### config.mk
export PLATFORM = sky130hd
export DESIGN_NAME = ujc_front
export DESIGN_NICKNAME = d
export VERILOG_FILES = /design/src/sv/assert_macros.svh /design/src/sv/ujc_pkg.sv /design/src/sv/ujc_front.sv
export SDC_FILE = /design/constraint.sdc
export NUM_CORES = 1
export LEC_CHECK = 0
export BUFFER_PORTS_ARGS = -buffer_cell sky130_fd_sc_hd__buf_2
export CORE_AREA = 4 4 427 429
export CTS_CLUSTER_DIAMETER = 60
export CTS_CLUSTER_SIZE = 30
export DETAILED_ROUTE_END_ITERATION = 10
export DIE_AREA = 0 0 431 433
export GPL_TIMING_DRIVEN = 0
export HOLD_SLACK_MARGIN = 0.1
export SKIP_LAST_GASP = 1
export SLEW_MARGIN = 30
export SYNTH_ARGS = -nofsm -noshare
export SYNTH_HDL_FRONTEND = slang
export SYNTH_SLANG_ARGS = --single-unit
### constraint.sdc
create_clock -name i_clk -period 32.6 [get_ports i_clk]
set_clock_uncertainty 0.2 [all_clocks]
set_input_delay 6.52 -clock i_clk [delete_from_list [all_inputs] [get_ports i_clk]]
set_output_delay 6.52 -clock i_clk [all_outputs]
set_load 0.005 [all_outputs]
### src/sv/assert_macros.svh
// ----------------------------------------------------------------------------
// assert_macros
// Concurrent assertion macros used by the journal top level.
// ----------------------------------------------------------------------------
`ifndef ASSERT_MACROS_SVH
`define ASSERT_MACROS_SVH

// Implication checked at every rising clock edge outside reset
`define ASSERT_IMPL(label, clk, rst_n, ante, cons, msg) \
    label: assert property (@(posedge clk) disable iff (!rst_n) (ante) |-> (cons)) \
        else $error(msg);

// Next-cycle implication
`define ASSERT_NEXT(label, clk, rst_n, ante, cons, msg) \
    label: assert property (@(posedge clk) disable iff (!rst_n) (ante) |=> (cons)) \
        else $error(msg);

`endif

### src/sv/ujc_pkg.sv
// ----------------------------------------------------------------------------
// ujc_pkg
// Types and constants for the undo journal with checkpoints.
// ----------------------------------------------------------------------------
package ujc_pkg;

    localparam logic [2:0] OP_PUSH   = 3'd0;
    localparam logic [2:0] OP_CKPT   = 3'd1;
    localparam logic [2:0] OP_COMMIT = 3'd2;
    localparam logic [2:0] OP_REVERT = 3'd3;
    localparam logic [2:0] OP_CLEAR  = 3'd4;

    localparam logic [1:0] ST_OK      = 2'd0;
    localparam logic [1:0] ST_FULL    = 2'd1;
    localparam logic [1:0] ST_NO_CKPT = 2'd2;

    localparam logic [4:0] TAG_CKPT   = 5'd16;
    localparam logic [4:0] TAG_COMMIT = 5'd17;

    // one stored record: tag, id, slot key, prior value
    localparam int REC_W = 5 + 32 + 256 + 256;

    typedef struct packed {
        logic [2:0]   op;
        logic [3:0]   kind;
        logic [31:0]  id;
        logic [255:0] slot;
        logic [255:0] prior;
    } t_cmd;

    typedef struct packed {
        logic [1:0]   status;
        logic         present;
        logic [3:0]   kind;
        logic [31:0]  id;
        logic [255:0] slot;
        logic [63:0]  prior_lo;
        logic [63:0]  prior_mid;
        logic [63:0]  prior_hi;
        logic         last;
    } t_res;

endpackage

### src/sv/ujc_front.sv
// ----------------------------------------------------------------------------
// ujc_front
// Two-entry command queue between the input port and the journal engine.
// ----------------------------------------------------------------------------
module ujc_front (
    input  logic          i_clk,
    input  logic          i_rst_n,
    input  logic          i_push,
    output logic          o_full,
    input  ujc_pkg::t_cmd i_cmd,
    output logic          o_valid,
    output ujc_pkg::t_cmd o_cmd,
    input  logic          i_take
);
    import ujc_pkg::*;

    t_cmd       r_q [2];
    logic       r_rd, r_wr;
    logic [1:0] r_cnt;
    logic       w_in, w_out;

    assign o_full  = (r_cnt == 2'd2);
    assign o_valid = (r_cnt != 2'd0);
    assign o_cmd   = r_q[r_rd];
    assign w_in    = i_push && !o_full;
    assign w_out   = i_take && o_valid;

    // payload storage
    always_ff @(posedge i_clk) begin
        if (w_in) begin
            r_q[r_wr] <= i_cmd;
        end
    end

    // pointers and fill count
    always_ff @(posedge i_clk) begin
        if (!i_rst_n) begin
            r_rd  <= 1'b0;
            r_wr  <= 1'b0;
            r_cnt <= 2'd0;
        end else begin
            if (w_in)  r_wr <= ~r_wr;
            if (w_out) r_rd <= ~r_rd;
            r_cnt <= r_cnt + {1'b0, w_in} - {1'b0, w_out};
        end
    end
endmodule

==> flow_summary.ini <==
[status]
status = complete, no violations

[logic_synthesis]
yosys.area.top_type = edfxtp_1
ys_seq_elements = 1107
synthesis.nets = 2297
ys_top_cells_by_area = edfxtp_1, mux2_4, mux2_1
yosys-top-cells-count = edfxtp_1, mux2_1, mux2_4
synth-edff-count = 1102
synth_top_area_share_pct = 81.02
synth.most_common_cell = edfxtp_1
syn-cell-area_mm2 = 0.04085
synth-seq-area-share_pct = 81.26
syn-instance-count = 1740
synth_cell_type_count = 20
yosysWarnings = 0
synthFlopType = edfxtp_1
async_flop_share_pct = 0
syn_avg_cell_area_um2 = 23.47

[worst_setup_path]
required_ns = 25.88
crit_path_start_kind = flip-flop
worstPathArrival_ns = 2.83
cp-end-kind = primary output
critPathKind = flip-flop to primary output
cp_max_fo = 10

[layout]
seqCellArea_mm2 = 0.03319
stdcell_count = 5458
drive_above_1_share_pct = 56.62
areaGrowthSynthToFinish_pct = 32.43
final_nets = 3546
fillers = 17564
design_area_mm2 = 0.05409
multi_input_area_mm2 = 0.007053
utilization_pct = 30.35

[clocking]
ctsResizeCount = 0
cts_buffer_depth = 3
cts_setup_buffers = 0
hold_buffers = 0
cts_buffers = 93
ctsHtreeMaxLevel = 3
clk_latency_ns = 0.72
cts_num_sinks = 1107
cts_tree = built
cts_root_buf = clkbuf_16
clk_pin_slew_worst_paths_ns = 0.08

[placed_design]
port_buffers = 1107
placed_area_mm2 = 0.05052
gp_congestion = 0.8802
place_inst = 5249
dpl.hpwl_um = 107000

[pwr]
p_switching_uw = 1227
swShare_pct = 29.69
p_per_area_mw_per_mm2 = 76.40
combPwrFrac_pct = 26.1
p_leak_uw = 0.02005
fin_total_pwr_uw = 4133
ir_drop_mv = 0.05187
p_clk_share_pct = 30.0
p_int_uw = 2906
p_seq_share_pct = 44.0

[timing]
max_slew_margin_pct = 64.42
fin_crit_sh_pct = 29.28
period_minus_slack_ns = 9.546
finalSetupTns_ns = 0
hold_violations = 0
worstMarginPinSlew_ns = 0.5337
rsz0062_at_grt = no
fmaxAchievable_mhz = 104.8
setup-violations-final = 0
slew_violations = 0

[routing]
wl_per_cell_um = 24.50
drtIter0Drc = 1501
remaining_drc_errors = 0
drt-total-wl_um = 133700
drtPass1Iterations = 5
vias = 21835
routed_via_density = 4.001
ant_nets = 0

[grt]
grt_usage_pct = 13.63
met1_usage_pct = 15.94
antenna_found_initial = 78
grt_max_degree = 43
grt_busiest_layer = met2
grt_use_met3_pct = 4.403
use_met2_pct = 23.30
grt_pass1_vias = 22565
grt_overflow = 0
grt_pass1_wl_um = 177700

[hold_path]
hold_class = flip-flop to flip-flop

[die]
rows = 155
die_h_um = 433
pin_count = 1108
fp.dieArea_mm2 = 0.1866
initial_utilization_pct = 22.92
die_w_um = 431
core_area_mm2 = 0.1782

[flow_run]
max_cap_viol_count = 0
==> area by class of cell <==
type	count	share of cell area, %
Sequential cell	1107	61.36
Clock inverter	74	2.017
Timing Repair Buffer	1154	12.41
Clock buffer	100	4.429
Inverter	3	0.02082
Tap cell	2355	5.447
Antenna cell	35	0.1619
Multi-Input combinational cell	569	13.04
Buffer	61	1.113
==> metrics by stage <==
| stage | setup slack, ns | hold slack, ns |
|---|---|---|
| finish | 23.05 | 0.3096 |
| global route | 22.88 | 0.3764 |
| CTS | 22.83 | 0.3166 |
| detailed placement | 22.57 | 0.2976 |
| global placement | -14.24 | 0.2673 |
| floorplan | 1.524 | 0.2549 |
==> logic make-up (layout without fill, tap and decap cells) <==
kind of cell | count (synthesis) | count (layout) | synth area share [%]
buffers and inverters | 64 | 1392 | 1.501
other | 0 | 35 | 0
AOI/OAI and AO/OA | 1 | 1 | 0.01839
muxes | 552 | 552 | 16.96
DFF | 1107 | 1107 | 81.26
adders and majority gates | 2 | 2 | 0.06126
and+or+nand+nor | 11 | 11 | 0.1317
xor gates and xnor gates | 3 | 3 | 0.06434
==> path summary, 6_finish.rpt <==
| kind | cells after the start | slack, ns | start | to |
|---|---|---|---|---|
| min reg2reg | 2 | 0.31 | r_rd | flip-flop |
| max | 5 | 23.05 | flip-flop | o_cmd[324] |
| max reg2reg | 10 | 28.73 | r_cnt[0] | r_q[1][487] |
| min | 2 | 0.31 | r_rd | flip-flop |
==> state kept, by name, summed over array words and instances (netlist names), named ones only <==
register	count
r_q	1102
r_cnt	2
r_rd	1
r_wr	1
==> critical path, stage by stage (launching register included) <==
cell and delay, ns:
dfxtp_1 0.33, buf_4 0.41, buf_6 0.30, buf_6 0.20, mux2_1 0.56, buf_2 0.24
==> layout by cell type, fill, tap and decap left out, types with 2 or more instances in the layout <==
cell type,netlist,layout
buf_2,7,1114
edfxtp_1,1102,1102
mux2_1,200,200
mux2_4,190,190
mux2_2,161,161
clkbuf_16,0,95
buf_6,43,43
diode_2,0,35
buf_16,0,33
clkinv_8,0,14
inv_6,0,12
buf_4,11,11
buf_12,0,11
clkinv_4,0,9
inv_16,0,8
inv_12,0,8
bufinv_16,0,6
inv_8,0,6
dfxtp_1,5,5
clkinvlp_4,0,5
clkbuf_1,0,5
inv_1,3,3
nor2_1,4,3
clkinv_16,0,3
buf_8,0,3
nand2b_1,2,2
nand2_1,2,2
xnor2_1,2,2
ha_1,2,2
clkinv_2,0,2
==> metal layers <==
metal	part of all wire, %	vias to the layer above
met5	0.071	-
met4	3.4	14
met3	8.9	227
met2	50	914
met1	38	11107
li1	-	9573
==> power groups by stage <==
stage,registers (µW),logic [µW],clock network [µW]
floorplan,2020,510,0
global placement,2150,1020,0
detailed placement,1850,1100,0
CTS,1820,1100,1280
global route,1830,1150,1340
finish,1820,1080,1240
Power figures use the tool's default switching activity.
